## src/stli_pkg.sv

```systemverilog
// ----------------------------------------------------------------------------
// stli_pkg: shared types for the sorted table linear interpolator
// Operation and status codes, widths and the links between table cells.
// ----------------------------------------------------------------------------
package stli_pkg;

    localparam int TableDepthDefault = 64;
    localparam int AngleW = 16;
    localparam int LiftW  = 16;

    typedef enum logic [1:0] {
        OP_CLEAR  = 2'd0,
        OP_APPEND = 2'd1,
        OP_QUERY  = 2'd2,
        OP_NONE   = 2'd3
    } t_op;

    typedef enum logic [1:0] {
        ST_OK    = 2'd0,
        ST_RANGE = 2'd1,
        ST_EMPTY = 2'd2,
        ST_FULL  = 2'd3
    } t_status;

    // Travels from a cell to its right neighbor (higher index).
    typedef struct packed {
        logic                     valid;
        logic                     gt;
        logic                     below;
        logic signed [AngleW-1:0] angle;
        logic signed [LiftW-1:0]  lift;
    } t_fwd;

    // Travels from a cell to its left neighbor (lower index).
    typedef struct packed {
        logic valid;
        logic below;
        logic eq;
    } t_bwd;

    // Per-cell flags seen by the query logic.
    typedef struct packed {
        logic                     lo_hit;
        logic                     hi_hit;
        logic                     ex_hit;
        logic                     max_hit;
        logic signed [AngleW-1:0] angle;
        logic signed [LiftW-1:0]  lift;
    } t_tap;

endpackage

```

## src/stli_divider.sv

```systemverilog
// ----------------------------------------------------------------------------
// stli_divider: serial unsigned divider
// Restoring division of a 32-bit magnitude by a 17-bit divisor, one bit a cycle.
// ----------------------------------------------------------------------------
module stli_divider
    import stli_pkg::*;
(
    input  logic        i_clk,
    input  logic        i_rst_n,
    input  logic        i_start,
    input  logic [31:0] i_dividend,
    input  logic [16:0] i_divisor,
    output logic        o_done,
    output logic [31:0] o_quotient
);

    logic        r_busy;
    logic [4:0]  r_cnt;
    logic [31:0] r_dvd;
    logic [16:0] r_rem;
    logic [16:0] r_div;
    logic        r_done;
    logic [17:0] w_trial;
    logic [17:0] w_diff;
    logic        w_fit;

    assign w_trial = {r_rem, r_dvd[31]};
    assign w_diff  = w_trial - {1'b0, r_div};
    assign w_fit   = (w_trial >= {1'b0, r_div});

    always_ff @(posedge i_clk) begin
        if (!i_rst_n) begin
            r_busy <= 1'b0;
            r_done <= 1'b0;
            r_cnt  <= '0;
        end else begin
            r_done <= 1'b0;
            if (i_start) begin
                r_busy <= 1'b1;
                r_cnt  <= '0;
                r_dvd  <= i_dividend;
                r_rem  <= '0;
                r_div  <= i_divisor;
            end else if (r_busy) begin
                // The dividend register fills with quotient bits from the bottom.
                r_rem <= w_fit ? w_diff[16:0] : w_trial[16:0];
                r_dvd <= {r_dvd[30:0], w_fit};
                r_cnt <= r_cnt + 5'd1;
                if (r_cnt == 5'd31) begin
                    r_busy <= 1'b0;
                    r_done <= 1'b1;
                end
            end
        end
    end

    assign o_done     = r_done;
    assign o_quotient = r_dvd;

endmodule
```

## config.mk

```make
export PLATFORM = sky130hd
export DESIGN_NAME = stli_divider
export DESIGN_NICKNAME = d
export VERILOG_FILES = /design/src/stli_pkg.sv /design/src/stli_divider.sv
export SDC_FILE = /design/constraint.sdc
export NUM_CORES = 1
export LEC_CHECK = 0
export ABC_AREA = 1
export BUFFER_PORTS_ARGS = -buffer_cell sky130_fd_sc_hd__buf_4
export CORE_MARGIN = 3
export CORE_UTILIZATION = 56
export CTS_CLUSTER_SIZE = 24
export DETAILED_ROUTE_END_ITERATION = 16
export GPL_TIMING_DRIVEN = 1
export PLACE_DENSITY = 0.87
export SETUP_SLACK_MARGIN = 0.1
export SYNTH_ARGS = -nofsm -noshare
export SYNTH_HDL_FRONTEND = slang
export SYNTH_SLANG_ARGS = --single-unit
```

## constraint.sdc

```tcl
create_clock -name i_clk -period 4.47 [get_ports i_clk]
set_clock_uncertainty 0.05 [all_clocks]
set_input_delay 0.894 -clock i_clk [delete_from_list [all_inputs] [get_ports i_clk]]
set_output_delay 0.894 -clock i_clk [all_outputs]
set_load 0.01 [all_outputs]
```

==> results.sh <==
export IMPL_fp_coreArea_sq_um=6940
export IMPL_antenna_left=0
export IMPL_required_ns=4.62
export IMPL_syn_inst=500
export IMPL_dieArea_sq_um=8400
export IMPL_insertion_delay_ns=0.35
export IMPL_nNetsFinal=657
export IMPL_clockBufferDepth=2
export IMPL_drc=0
export IMPL_root_buffer="clkbuf_8"
export IMPL_grt_pass1_vias=3627
export IMPL_grt_use_total_pct=24.2
export IMPL_crit_path_start="o_quotient[31]"
export IMPL_port_buffers=84
export IMPL_cts_made_buffers=9
export IMPL_grt_setup_unrepaired="no"
export IMPL_layout_commonest_cell="nand2_1"
export IMPL_setup_viol=0
export IMPL_antenna_cells=0
export IMPL_htreeDepth=3
export IMPL_yosysWarningCount=0
export IMPL_crit_chain="inv_1 > ha_1 > inv_1 > fa_1 > nand3_1 > nand3_2 > nand2_2 > nand2_4 > inv_2 > nor2_1 > nor2_1"
export IMPL_vias=3633
export IMPL_ys_top_cells_by_area="edfxtp_1 48%, nand2_1 17%, inv_1 5.9%"
export IMPL_fin_cells=686
export IMPL_r2r_end="r_rem[3]"
export IMPL_clkTransAtPathRegs_ns=0.09
export IMPL_syn_cell_area_sq_um=4110
export IMPL_ys_seq_area_share_pct=51.7
export IMPL_hold_violations=0
export IMPL_dp_hpwl_um=6920
export IMPL_io_pins=85
export IMPL_grt_antenna_before_repair=0
export IMPL_die_w_um=91.6
export IMPL_power_leakage_nw=2.46
export IMPL_powerDensity_nw_per_um2=374
export IMPL_fmax_ghz=0.409
export IMPL_avgSynthCellArea_sq_um=8.21
export IMPL_fill_cells=490
export IMPL_overflow=0
export IMPL_r2r_cells=11
export IMPL_gp_congestion=0.928
export IMPL_fin_crit_sh_pct=54.7
export IMPL_start_kind="register"
export IMPL_yosys_area_top_type="edfxtp_1"
export IMPL_wl_per_cell_um=14.0
export IMPL_worstSetupPathType="register to register"
export IMPL_cts_num_sinks=73
export IMPL_fin_crit_ns=2.44
export IMPL_stdcell_area_sq_um=4980
export IMPL_setup_tns_ns=0
export IMPL_syn_nets=572
export IMPL_crit_end="r_rem[3]"
export IMPL_finalWirelength_um=9610
export IMPL_slowest_stage="fa_1"
export IMPL_postCtsHoldBufs=0
export IMPL_critPathArrivalTime_ns=2.59
export IMPL_synth_cell_types=32
export IMPL_utilization_pct=71.7
export IMPL_worstSetupEndpointType="register"
export IMPL_grt_pass1_wl_um=16300
export IMPL_yosysTopAreaCellShare_pct=48.3
export IMPL_grt_max_degree=50
export IMPL_start_util_pct=59.1
export IMPL_viasPerCell=5.30
export IMPL_first_pass_iters=5
export IMPL_p_total_mw=1.86
export IMPL_layout_common_cells="190 x nand2_1, 85 x buf_4, 66 x edfxtp_1"
export IMPL_status="complete, no violations"
export IMPL_place_inst=670
export IMPL_worstReg2RegStart="o_quotient[31]"
export IMPL_critPathMaxFanout=25
export IMPL_dpl_cell_area_sq_um=4810
export IMPL_reg2reg_slack_ns=2.03
export IMPL_die_h_um=91.6
export IMPL_cts_repair_resized=0
export IMPL_hold_path_class="register to register"
export IMPL_synth_seq_cells=73
export IMPL_slew_headroom_pct=23.5
export IMPL_drt_iter0_drc=331
export IMPL_tightestPinTransition_ns=1.14
export IMPL_postCtsSetupRepairBufs=0
export IMPL_rows=30
export IMPL_drive_above_1_share_pct=19.3
export IMPL_cpPeakStageDelay_ns=0.45
export IMPL_ir_drop_mv=0.225
export IMPL_maxSlewViolCount=0
export IMPL_drv_cap=0
export IMPL_syn2layout_area_growth_pct=21.2
export IMPL_cts_tree="yes"
==> where the power goes <==
group	switching (mW)	leakage, nW	internal (mW)
logic	0.329	1.68	0.202
registers	0.0356	0.697	0.829
clock network	0.264	0.0807	0.203
total	0.628	2.46	1.23
==> cell families after synthesis <==
logic type / share of synthesized area, %
flops: 51.7
simple gates: 28.6
compound gates: 3.99
buf+inv: 7.71
xor+xnor: 1.71
fa+ha+maj: 6.28
==> layer usage <==
| layer | vias up | routed length (um) | track usage [%] |
|---|---|---|---|
| li1 | 1756 | - | - |
| met1 | 1651 | 3730 | 28.2 |
| met2 | 200 | 4700 | 42.5 |
| met3 | 26 | 986 | 6.73 |
| met4 | 0 | 189 | 8.79 |
| met5 | - | 0 | 0 |
==> through the flow <==
| stage | worst slack, ns | hold slack [ns] |
|---|---|---|
| after floorplan | 1.75 | 0.394 |
| after global placement | 1.84 | 0.404 |
| after detailed placement | 1.77 | 0.411 |
| after CTS | 2.04 | 0.424 |
| after global routing | 1.90 | 0.474 |
| final | 2.03 | 0.427 |
==> cell usage after synthesis <==
library cell / instances
inv_2: 2
nand3b_1: 2
dfxtp_1: 7
nor2_2: 4
nor3_2: 1
xor2_1: 6
or2_1: 1
and2_1: 1
buf_6: 2
o21ai_1: 12
fa_1: 1
nand2_2: 5
a211oi_1: 1
o21bai_1: 2
clkbuf_2: 1
a21oi_1: 13
nor3_1: 7
a31oi_1: 1
edfxtp_1: 66
nand2_4: 1
xnor2_1: 2
inv_1: 65
clkinv_1: 2
nand3_2: 1
nand3_1: 19
o21ai_0: 2
nor4_1: 1
clkbuf_1: 8
nand2_1: 191
nor2_1: 52
nand4_1: 2
ha_1: 19
==> worst min path at each step <==
stage             start        to  slack (ns)  depth (start not counted)
2_1_floorplan  r_cnt[4]  r_cnt[4]        0.39                          2
3_3_place_gp   r_cnt[4]  r_cnt[4]        0.40                          2
3_5_place_dp   r_cnt[4]  r_cnt[4]        0.41                          2
4_1_cts        r_cnt[4]  r_cnt[4]        0.42                          2
5_1_grt        r_cnt[4]  r_cnt[4]        0.47                          2
6_report       r_cnt[4]  r_cnt[4]        0.43                          2
==> critical path: cells and delay by family, from the launching register on <==
family	cells	cell delay (ns)
adders and majority gates	2	0.63
buffers and inverters	3	0.44
and+or+nand+nor	6	0.75
DFF	1	0.43
==> state kept, by name, summed over array words and instances (netlist names) <==
signal,count
r_rem,17
r_div,17
o_quotient,32
r_cnt,5
o_done,1
r_busy,1
==> cell type report <==
| type | instances | area [sq um] | area share [%] |
|---|---|---|---|
| flip-flops and latches | 73 | 2120 | 42.6 |
| multi-input cells | 347 | 1670 | 33.6 |
| repair buffers | 85 | 638 | 12.8 |
| inverters | 69 | 259 | 5.20 |
| clock buffers | 10 | 128 | 2.56 |
| well taps | 96 | 120 | 2.41 |
| clock inverters | 6 | 41.3 | 0.829 |
No activity file was read; power rests on OpenSTA's default activity.
