<file path="config.mk">
export PLATFORM = sky130hd
export DESIGN_NAME = stli_cell
export DESIGN_NICKNAME = d
export VERILOG_FILES = /design/src/stli_pkg.sv /design/src/stli_cell.sv
export SDC_FILE = /design/constraint.sdc
export NUM_CORES = 1
export LEC_CHECK = 0
export ABC_AREA = 1
export BUFFER_PORTS_ARGS = -buffer_cell sky130_fd_sc_hd__buf_4
export CORE_UTILIZATION = 42
export DETAILED_ROUTE_END_ITERATION = 8
export PLACE_DENSITY = 0.8
export SLEW_MARGIN = 0
export SYNTH_ARGS = -nofsm -noshare
export SYNTH_HDL_FRONTEND = slang
export SYNTH_SLANG_ARGS = --single-unit
</file>
<file path="constraint.sdc">
create_clock -name i_clk -period 3.3 [get_ports i_clk]
set_clock_uncertainty 0.15 [all_clocks]
set_input_delay 0.66 -clock i_clk [delete_from_list [all_inputs] [get_ports i_clk]]
set_output_delay 0.66 -clock i_clk [all_outputs]
set_load 0.005 [all_outputs]
</file>
<file path="src/stli_pkg.sv">
// ----------------------------------------------------------------------------
// stli_pkg: shared types for the sorted table linear interpolator
// Operation and status codes, widths and the links between table cells.
// ----------------------------------------------------------------------------
package stli_pkg;

    localparam int TableDepthDefault = 64;
    localparam int AngleW = 16;
    localparam int LiftW  = 16;

    typedef enum logic [1:0] {
        OP_CLEAR  = 2'd0,
        OP_APPEND = 2'd1,
        OP_QUERY  = 2'd2,
        OP_NONE   = 2'd3
    } t_op;

    typedef enum logic [1:0] {
        ST_OK    = 2'd0,
        ST_RANGE = 2'd1,
        ST_EMPTY = 2'd2,
        ST_FULL  = 2'd3
    } t_status;

    // Travels from a cell to its right neighbor (higher index).
    typedef struct packed {
        logic                     valid;
        logic                     gt;
        logic                     below;
        logic signed [AngleW-1:0] angle;
        logic signed [LiftW-1:0]  lift;
    } t_fwd;

    // Travels from a cell to its left neighbor (lower index).
    typedef struct packed {
        logic valid;
        logic below;
        logic eq;
    } t_bwd;

    // Per-cell flags seen by the query logic.
    typedef struct packed {
        logic                     lo_hit;
        logic                     hi_hit;
        logic                     ex_hit;
        logic                     max_hit;
        logic signed [AngleW-1:0] angle;
        logic signed [LiftW-1:0]  lift;
    } t_tap;

endpackage

</file>
<file path="src/stli_cell.sv">
// ----------------------------------------------------------------------------
// stli_cell: one entry of the sorted table
// Holds one pair, shifts right on a sorted insert and flags its query role.
// ----------------------------------------------------------------------------
module stli_cell
    import stli_pkg::*;
(
    input  logic                     i_clk,
    input  logic                     i_rst_n,
    input  logic                     i_clear,
    input  logic                     i_insert,
    input  logic signed [AngleW-1:0] i_key,
    input  logic signed [LiftW-1:0]  i_lift,
    input  t_fwd                     i_left,
    input  t_bwd                     i_right,
    output t_fwd                     o_fwd,
    output t_bwd                     o_bwd,
    output t_tap                     o_tap
);

    logic                     r_valid;
    logic signed [AngleW-1:0] r_angle;
    logic signed [LiftW-1:0]  r_lift;
    logic                     w_gt;
    logic                     w_below;
    logic                     w_eq;

    assign w_gt    = r_valid && (r_angle > i_key);
    assign w_below = r_valid && (i_key > r_angle);
    assign w_eq    = r_valid && (r_angle == i_key);

    always_ff @(posedge i_clk) begin
        if (!i_rst_n || i_clear) begin
            r_valid <= 1'b0;
        end else if (i_insert) begin
            // Larger entries move one place right; the new pair lands in the gap.
            if (i_left.gt) begin
                r_valid <= 1'b1;
                r_angle <= i_left.angle;
                r_lift  <= i_left.lift;
            end else if (i_left.valid && (w_gt || !r_valid)) begin
                r_valid <= 1'b1;
                r_angle <= i_key;
                r_lift  <= i_lift;
            end
        end
    end

    assign o_fwd = '{valid: r_valid, gt: w_gt, below: w_below,
                     angle: r_angle, lift: r_lift};
    assign o_bwd = '{valid: r_valid, below: w_below, eq: w_eq};

    assign o_tap = '{lo_hit:  w_below && !i_right.below,
                     hi_hit:  r_valid && i_left.below && !w_below,
                     ex_hit:  w_eq && !i_right.eq,
                     max_hit: w_below && !i_right.valid,
                     angle:   r_angle,
                     lift:    r_lift};

endmodule

</file>
==> results.yml, run 1 <==
yosys:
  yosys_register_bits: 33
  synth_fa_ha_area_share_pct: 8.94
  yosys_warnings: 0
  synthMuxAreaShare_pct: 0
  synthSimpleGateAreaFrac_pct: 25.2
  ys_seq_area_share_pct: 43.8
  synth_xor_area_share_pct: 0
  synth_compound_area_share_pct: 1.79
  syn_area_sq_um: 2240
  post_synth_num_cell_types: 19
  syn_inst: 278
  avgSynthCellArea_sq_um: 8.06
  synth_top_family_by_area: "simple AND/OR/NAND/NOR gates"
  synthesis.nets: 368
global_routing:
  grt_pass1_vias: 1824
  antenna_found_initial: 0
  grt_max_degree: 35
  track_usage_pct: 18.5
  grt_pass1_wl_um: 7630
  grt_overflow: 0
sta:
  final-setup-viol-count: 0
  hold_viol: 0
  fin_crit_sh_pct: 88.9
  rsz0062_at_grt: "false"
  layout_setup_ws_ps: 366
  fmax_mhz: 341
  worstMarginPinSlew_ps: 354
  finalCriticalPeriod_ps: 2930
  relSlewSlack_pct: 76.4
  drv_slew: 0
  fin_tns_setup_ps: 0
place:
  placedCellCount: 452
  pre_cts_ws_ps: 363
  place_area_sq_um: 3150
  io_buffers: 147
  routabilityCongestion: 0.799
  place_hpwl_um: 4060
floorplanning:
  ios: 148
  die_h_um: 75.0
  initial_core_util_pct: 43.9
  coreArea_sq_um: 5110
  die_area_sq_um: 5630
  std_cell_rows: 26
  chipWidth_um: 75.0
power:
  leakagePower_nw: 1.80
  power.density_nw_per_um2: 301
  ir_drop_uv: 192
finish:
  antenna_cells: 0
  design_area_sq_um: 3220
  utilization_pct: 63.1
  final_cells: 459
  nNetsFinal: 479
  drive_above_1_share_pct: 41.1
  syn2layout_area_growth_pct: 43.9
detailed_routing:
  drt_pre_antenna_iters: 4
  drc: 0
  wl_per_cell_um: 11.3
  antenna_left: 0
  viasPerCell: 4.36
  routed_wl_um: 5210
  drtIter0Drc: 39
  routed-via-count: 2003
worst_setup_path:
  cp-startpoint: "i_key[7]"
  rr_worst_depth: 15
  reg2reg_slack_ps: 920
  critPathCapture: "o_tap[34]"
  r2r_start: "r_angle[6]"
  crit_type: "input port to output port"
  critPathRequiredTime_ps: 2490
  critPathArrivalTime_ps: 2120
  reg2reg_to: "r_lift[9]"
  cp-end-kind: "output port"
  worstSetupStartpointType: "input port"
  cp_max_fo: 4
cts:
  clock_path_buffers: 2
  clkSlewWorstSetupHoldPaths_ps: 70
  cts_buffers: 5
  cts-root-buf: "clkbuf_8"
  cts_sinks: 33
  htreeDepth: 2
  post_cts_resized: 0
  postCtsSetupBuffers: 0
  ctsHoldBuffers: 0
  insertion_delay_ps: 280
  cts_tree: "built"
worst_hold_path:
  hold_start: "r_valid"
  holdCritPathClass: "register to register"
status:
  outcome: "complete, no violations"
run:
  drv_cap: 0
==> cells by family (layout without fill, tap and decap cells) <==
| family | after synthesis | count (layout) |
|---|---|---|
| adders and majority gates | 16 | 16 |
| buffers and inverters | 83 | 194 |
| and+or+nand+nor | 138 | 138 |
| DFF | 33 | 33 |
| AOI/OAI and AO/OA | 8 | 8 |
==> metrics by stage <==
| stage | hold WS [ps] | power [mW] |
|---|---|---|
| floorplan | 364 | 0.587 |
| global placement | 406 | 0.686 |
| detailed placement | 416 | 0.693 |
| CTS | 425 | 0.979 |
| global route | 471 | 1.02 |
| finish | 418 | 0.969 |
==> worst min-delay path by stage <==
stage | end | depth (start not counted)
2_1_floorplan | r_valid | 2
3_3_place_gp | r_valid | 2
3_5_place_dp | r_valid | 2
4_1_cts | r_valid | 2
5_1_grt | r_valid | 2
6_report | r_valid | 2
==> layout by cell type, fill, tap and decap left out, drive strengths merged <==
master and count:
buf 149, clkinv 1, nand3 6, nor2 7, a21oi 5, nor4 1
ha 16, nand2 122, dfxtp 1, clkbuf 6, inv 38, nand4 2
o21ai 3, edfxtp 32
==> worst max-delay path, stage by stage <==
cell and delay [ps]:
buf_4 110, ha_1 300, nand2_1 110, inv_1 50, a21oi_1 140, nand3_1 90, nand2_1 120, nand2_1 80
nand2_2 80, nand4_2 130, nand3_1 100, inv_1 40, buf_4 120
==> cell usage after synthesis (all sizes together) <==
master  number  area (sq um)
inv         38           143
o21ai        3          15.0
edfxtp      32           961
ha          16           200
nor4         1          21.3
nand2      122           460
nor2         7          28.8
dfxtp        1          20.0
nand3        6          35.0
a21oi        5          25.0
buf         38           285
clkbuf       7          26.3
nand4        2          18.8
==> sequential cells by signal, indices dropped and copies added (netlist names) <==
register / count
r_angle: 16
r_lift: 16
r_valid: 1
==> layout make-up <==
cell class / instances / area [sq um]
repair buffers: 149 / 1130
multi-input cells: 162 / 805
flip-flops and latches: 33 / 981
inverters: 38 / 143
clock buffers: 6 / 72.6
well taps: 70 / 87.6
fillers: 452 / 1880
clock inverters: 1 / 3.75
==> metal layers <==
metal	track usage, %	share of wire (%)	vias to the layer above
met4	7.76	1.8	0
met5	0	0	-
met1	18.7	37	866
li1	-	-	1039
met2	34.9	54	88
met3	5.76	7.5	10
==> power by group <==
group | switching, mW | internal (mW) | total, mW
Clock | 0.145 | 0.142 | 0.287
Sequential | 0.00792 | 0.476 | 0.484
Combinational | 0.0847 | 0.112 | 0.197
Total | 0.238 | 0.731 | 0.969
No activity file was read; power rests on OpenSTA's default activity.
==> inputs of run 2 (changes only) <==
==> config.mk (replaced) <==
export PLATFORM = sky130hd
export DESIGN_NAME = stli_cell
export DESIGN_NICKNAME = d
export VERILOG_FILES = /design/src/stli_pkg.sv /design/src/stli_cell.sv
export SDC_FILE = /design/constraint.sdc
export NUM_CORES = 1
export LEC_CHECK = 0
export ABC_AREA = 0
export CORE_MARGIN = 3
export CORE_UTILIZATION = 55
export DETAILED_ROUTE_END_ITERATION = 8
export DONT_BUFFER_PORTS = 1
export PLACE_DENSITY = 0.7
export SLEW_MARGIN = 0
export SYNTH_ARGS = -nofsm -noshare
export SYNTH_HDL_FRONTEND = slang
export SYNTH_SLANG_ARGS = --single-unit
==> run 2 against run 1 <==
  * Design area down 36%
  * Combinational power down 57%
  * Global-route usage down 1.8 points
  * Worst hold slack worse by 39 ps
  * Critical path depth down 4
  * First-iteration DRC count up 5.1%
  * Area after synthesis down 4.6%
  * Clock-buffer cell count down 1
  * Non-clock buffer count down 146
  * Sequential cell count unchanged
  * Synthesized cell count down 35%
  * Power down 1.6%
  * Critical endpoint unchanged
  * Largest power group unchanged
  * Highest routed layer unchanged
==> results.yml, run 2 <==
floorplanning:
  die_h_um: 68.3
  chipWidth_um: 68.3
  ios: 148
  die_area_sq_um: 4670
  coreArea_sq_um: 3690
  initial_core_util_pct: 57.9
  std_cell_rows: 22
worst_setup_path:
  cp-end-kind: "output port"
  r2r_start: "r_angle[15]"
  crit_type: "register to output port"
  critical-path-top-delay-family: "compound AO/OA/AOI/OAI gates"
  cp-startpoint: "r_angle[15]"
  critPathRequiredTime_ps: 2490
  cp_max_fo: 6
  worst-path-buf-inv: 2
  crit_chain: "inv_1, ha_1, nand4_1, nor2_1, a311oi_1, nand3_1, mux2i_1, buf_4, o211a_1"
  critPathArrivalTime_ps: 2240
  worstSetupStartpointType: "register"
  cpPeakStageDelay_ps: 450
  crit_path_top_delay_cell: "edfxtp_1"
yosys:
  yosys_warnings: 0
  synth_ff_type: "edfxtp_1"
  synth-edff-count: 32
  post_synth_num_cell_types: 29
  yosys.cell_count.top_type: "buf_4"
  ys_top_cells_by_area: "edfxtp_1 45%, mux2_2 16%, buf_4 13%"
  avgSynthCellArea_sq_um: 11.9
  ys_async_sr_fraction_pct: 0
  ys_top_cells_by_count: "38 x buf_4, 32 x edfxtp_1, 31 x mux2_2"
  syn_inst: 180
  syn_area_sq_um: 2140
  synth_top_cell_by_area: "edfxtp_1"
  ys_seq_area_share_pct: 45.9
  synthesis.nets: 270
  yosys_register_bits: 33
  yosys.area.top_type_share_pct: 45.0
sta:
  fin_crit_sh_pct: 92.5
  fmax_mhz: 328
  fin_tns_setup_ps: 0
  finalCriticalPeriod_ps: 3050
  final-setup-viol-count: 0
  drv_slew: 0
  hold_viol: 0
  rsz0062_at_grt: "false"
  relSlewSlack_pct: 84.7
  worstMarginPinSlew_ps: 228
detailed_routing:
  wl_per_cell_um: 19.5
  drc: 0
  drt_pre_antenna_iters: 2
  antenna_left: 0
  viasPerCell: 5.92
  routed_wl_um: 3850
  drtIter0Drc: 41
  routed-via-count: 1166
global_routing:
  grt_pass1_wl_um: 5550
  antenna_found_initial: 0
  track_usage_pct: 16.7
  grt_pass1_vias: 1196
  grt_max_degree: 37
  grt_overflow: 0
cts:
  cts_sinks: 33
  htreeDepth: 2
  cts_tree: "built"
  cts_buffers: 5
  ctsHoldBuffers: 0
  insertion_delay_ps: 280
  post_cts_resized: 0
  clkSlewWorstSetupHoldPaths_ps: 70
  cts-root-buf: "clkbuf_8"
  clock_path_buffers: 2
  postCtsSetupBuffers: 0
finish:
  fill_cells: 322
  syn2layout_area_growth_pct: -3.34
  antenna_cells: 0
  final_common_cell: "edfxtp_1"
  design_area_sq_um: 2060
  nNetsFinal: 238
  drive_above_1_share_pct: 31.5
  reg_top3: "r_angle (16), r_lift (16), r_valid (1)"
  layout_common_cells: "32 x edfxtp_1, 31 x mux2_2, 17 x inv_1, 16 x ha_1, 7 x a21oi_1"
power:
  leakagePower_nw: 0.802
  switching_share_pct: 21.2
  p_switching_mw: 0.202
  combPwrFrac_pct: 8.8
  power_frac_clock_pct: 39.9
  p_int_mw: 0.752
  power.density_nw_per_um2: 462
  seqPwrFrac_pct: 51.3
  ir_drop_uv: 318
run:
  drv_cap: 0
place:
  place_area_sq_um: 1940
  routabilityCongestion: 0.639
  place_hpwl_um: 3000
  io_buffers: 0
status:
  outcome: "complete, no violations"
worst_hold_path:
  holdCritPathClass: "input port to register"
  hold_start: "i_rst_n"
[run 2: cell types whose count changed after synthesis, sizes merged, moves of 2 or more]
cell / delta
nand3: -5
nand2: -117
nor3: +2
nor2: -2
a21oi: +2
nand2b: +2
nor2b: +2
and2: +2
mux2: +31
inv: -21
clkbuf: -4
[run 2: area by class of cell]
type | count | area, sq um | share of cell area (%)
well taps | 48 | 60.1 | 2.91
clock buffers | 5 | 68.8 | 3.33
inverters | 17 | 63.8 | 3.09
multi-input cells | 88 | 797 | 38.6
repair buffers | 3 | 47.5 | 2.30
clock inverters | 3 | 46.3 | 2.24
flip-flops and latches | 33 | 981 | 47.5
[run 2: per-layer routing]
metal,track usage (%),wire length [um],vias to the layer above
met1,17.5,1350,543
li1,-,-,535
met5,0,0,-
met2,28.5,2010,81
met3,8.37,435,7
met4,6.20,50,0
[run 2: final timing paths]
kind	end	slack, ps	depth (start not counted)
worst max-delay path	o_tap[34]	250	9
worst min-delay path	r_valid	380	2
worst max register to register	r_lift[0]	640	10
worst min register to register	r_valid	430	2
[run 2: logic make-up after synthesis]
logic type	share of synthesized area [%]
adder cells (fa/ha/maj)	9.37
AND/OR/NAND/NOR	6.44
AO/OA/AOI/OAI	4.39
buffers and inverters	17.0
flip-flops	45.9
multiplexers	16.8
[run 2: worst register-to-register path, stage by stage (launching register included)]
cell and delay [ps]:
edfxtp_1 450, inv_1 100, ha_1 260, nand4_1 180, nor2_1 70, a311oi_1 270
nand3_1 130, mux2i_1 130, buf_4 150, o31a_2 340, buf_12 180
[run 2: power groups by stage]
| stage | combinational [mW] | sequential, mW | clock, mW |
|---|---|---|---|
| after floorplan | 0.0901 | 0.494 | 0 |
| after global routing | 0.0962 | 0.491 | 0.409 |
| final | 0.0840 | 0.489 | 0.381 |
| after CTS | 0.0853 | 0.489 | 0.395 |
| after global placement | 0.0813 | 0.498 | 0 |
| after detailed placement | 0.0850 | 0.498 | 0 |
[run 2: stage by stage]
step                utilization [%]  worst slack, ps  power, mW  cells  hold slack (ps)
floorplan                         -              251      0.584    180              349
global route                   56.0             14.4      0.996    197              387
CTS                            55.8              101      0.969    197              367
finish                         56.0              249      0.954    197              379
detailed placement             52.7              253      0.583    189              427
global placement               52.7              317      0.579    189              415
==> inputs of run 3 (changes only) <==
--- a/config.mk
+++ b/config.mk
@@ -7,10 +7,9 @@
 export LEC_CHECK = 0
 export ABC_AREA = 0
 export CORE_MARGIN = 3
-export CORE_UTILIZATION = 55
+export CORE_UTILIZATION = 33
 export DETAILED_ROUTE_END_ITERATION = 8
 export DONT_BUFFER_PORTS = 1
-export PLACE_DENSITY = 0.7
 export SLEW_MARGIN = 0
 export SYNTH_ARGS = -nofsm -noshare
 export SYNTH_HDL_FRONTEND = slang
==> run 3 against run 2 <==
  * Power down 9.7%
  * Worst hold slack better by 11 ps
  * Sequential cell count unchanged
  * Sequential power about the same
  * Sequential share of layout area down 1.6 points
  * Clock power down 27%
  * Highest routed layer unchanged
  * Final cell count up 14%
  * Wire length up 14%
  * Worst setup slack worse by 100 ps
  * Critical path type unchanged
  * Non-clock buffer count up 2
  * Maximum frequency down 3.3%
==> results.yml, run 3 (same netlist as run 2, synthesis figures left out) <==
power:
  power.density_nw_per_um2: 403
  leakagePower_nw: 0.798
  ir_drop_uv: 225
worst_setup_path:
  crit_path_top_delay_cell: "edfxtp_1"
  r2r_start: "r_angle[10]"
  critPathRequiredTime_ps: 2490
  cp_common_cell: "buf_4"
  crit_chain: "inv_1, ha_4, nand4_1, nor4_2, o21ai_1, nand3_1, mux2i_1, buf_4, buf_4, nor3_2"
  critPathArrivalTime_ps: 2340
  cp-startpoint: "r_angle[10]"
  cp_max_fo: 5
  crit_type: "register to output port"
  cpPeakStageDelay_ps: 450
  worstSetupStartpointType: "register"
  cp-end-kind: "output port"
detailed_routing:
  wl_per_cell_um: 19.6
  antenna_left: 0
  routed-via-count: 1157
  drt_pre_antenna_iters: 4
  viasPerCell: 5.17
  routed_wl_um: 4390
  drc: 0
  drtIter0Drc: 33
sta:
  fmax_mhz: 317
  worstMarginPinSlew_ps: 241
  final-setup-viol-count: 0
  finalCriticalPeriod_ps: 3150
  rsz0062_at_grt: "true"
  layout_setup_ws_ps: 145
  fin_tns_setup_ps: 0
  fin_crit_sh_pct: 95.6
  hold_viol: 0
  relSlewSlack_pct: 83.8
  drv_slew: 0
floorplanning:
  die_h_um: 86.5
  chipWidth_um: 86.5
  ios: 148
  initial_core_util_pct: 35.0
  die_area_sq_um: 7470
  coreArea_sq_um: 6100
  std_cell_rows: 28
global_routing:
  grt_max_degree: 37
  grt_pass1_vias: 1214
  grt_overflow: 0
  grt_pass1_wl_um: 6460
  antenna_found_initial: 0
  track_usage_pct: 11.5
cts:
  clkSlewWorstSetupHoldPaths_ps: 70
  clock_path_buffers: 2
  cts_tree: "built"
  htreeDepth: 2
  insertion_delay_ps: 280
  cts_sinks: 33
  ctsHoldBuffers: 0
  cts-root-buf: "clkbuf_8"
  cts_buffers: 5
place:
  pre_cts_ws_ps: 151
  routabilityCongestion: 0.703
  io_buffers: 0
  place_hpwl_um: 3460
finish:
  layout_common_cells: "32 x edfxtp_1, 31 x mux2_2, 16 x inv_1, 12 x ha_1, 7 x a21oi_1"
  utilization_pct: 35.1
  syn2layout_area_growth_pct: 0.117
  final_common_cell: "edfxtp_1"
  antenna_cells: 0
  nNetsFinal: 240
  drive_above_1_share_pct: 37.6
  reg_top3: "r_angle (16), r_lift (16), r_valid (1)"
worst_hold_path:
  holdCritPathClass: "input port to register"
  hold_start: "i_rst_n"
status:
  outcome: "complete, no violations"
run:
  drv_cap: 0
## run 3: cell count changes in the layout (fill, tap and decap cells not counted), sizes merged
cell      before  now
buf            3    5
bufinv         1    0
clkinvlp       1    0
## run 3: power by group
part	internal, mW	leakage [nW]	switching [mW]
registers	0.477	0.300	0.0124
logic	0.0548	0.458	0.0372
clock network	0.139	0.0399	0.141
total	0.671	0.798	0.191
## run 3: per-stage QoR
| step | hold slack, ps | cell area, sq um | instances | power, mW |
|---|---|---|---|---|
| 2_1_floorplan | 349 | 2140 | 180 | 0.584 |
| 3_3_place_gp | 428 | 1980 | 216 | 0.580 |
| 3_5_place_dp | 437 | 1980 | 216 | 0.584 |
| 4_1_cts | 378 | 2050 | 222 | 0.867 |
| 5_1_grt | 387 | 2140 | 224 | 0.909 |
| 6_report | 390 | 2140 | 224 | 0.861 |
## run 3: final timing paths
| kind | end | slack [ps] | depth (start not counted) |
|---|---|---|---|
| worst max-delay path | o_tap[32] | 150 | 10 |
| worst min-delay path | r_valid | 390 | 2 |
| worst max register to register | r_lift[8] | 620 | 10 |
| worst min register to register | r_valid | 440 | 2 |
## run 3: final cells by class
type	count	area, sq um
timing repair buffer	5	62.6
clock inverter	1	5.00
inverter	17	63.8
sequential	33	981
multi-input combinational	88	863
tap	75	93.8
fill	614	3960
clock buffer	5	68.8
## run 3: timing repair
| action | in CTS | in global routing |
|---|---|---|
| setup endpoints to repair | 0 | 6 |
| setup buffers | 0 | 2 |
| resized for setup | 0 | 10 |
## run 3: routing by layer
metal | routed length, um | global-route usage (%) | vias up
met3 | 623 | 7.51 | 2
met2 | 2190 | 18.8 | 82
met4 | 25 | 3.82 | 0
met1 | 1550 | 12.0 | 539
li1 | - | - | 534
met5 | 0 | 0 | -
## run 3: worst max-delay path, delay by kind of cell (launching register included)
family                     cells  cell delay (ps)
DFF                            1              450
adders and majority gates      1              280
AOI/OAI and AO/OA              1              110
and+or+nand+nor                4              740
muxes                          1               80
buffers and inverters          3              390
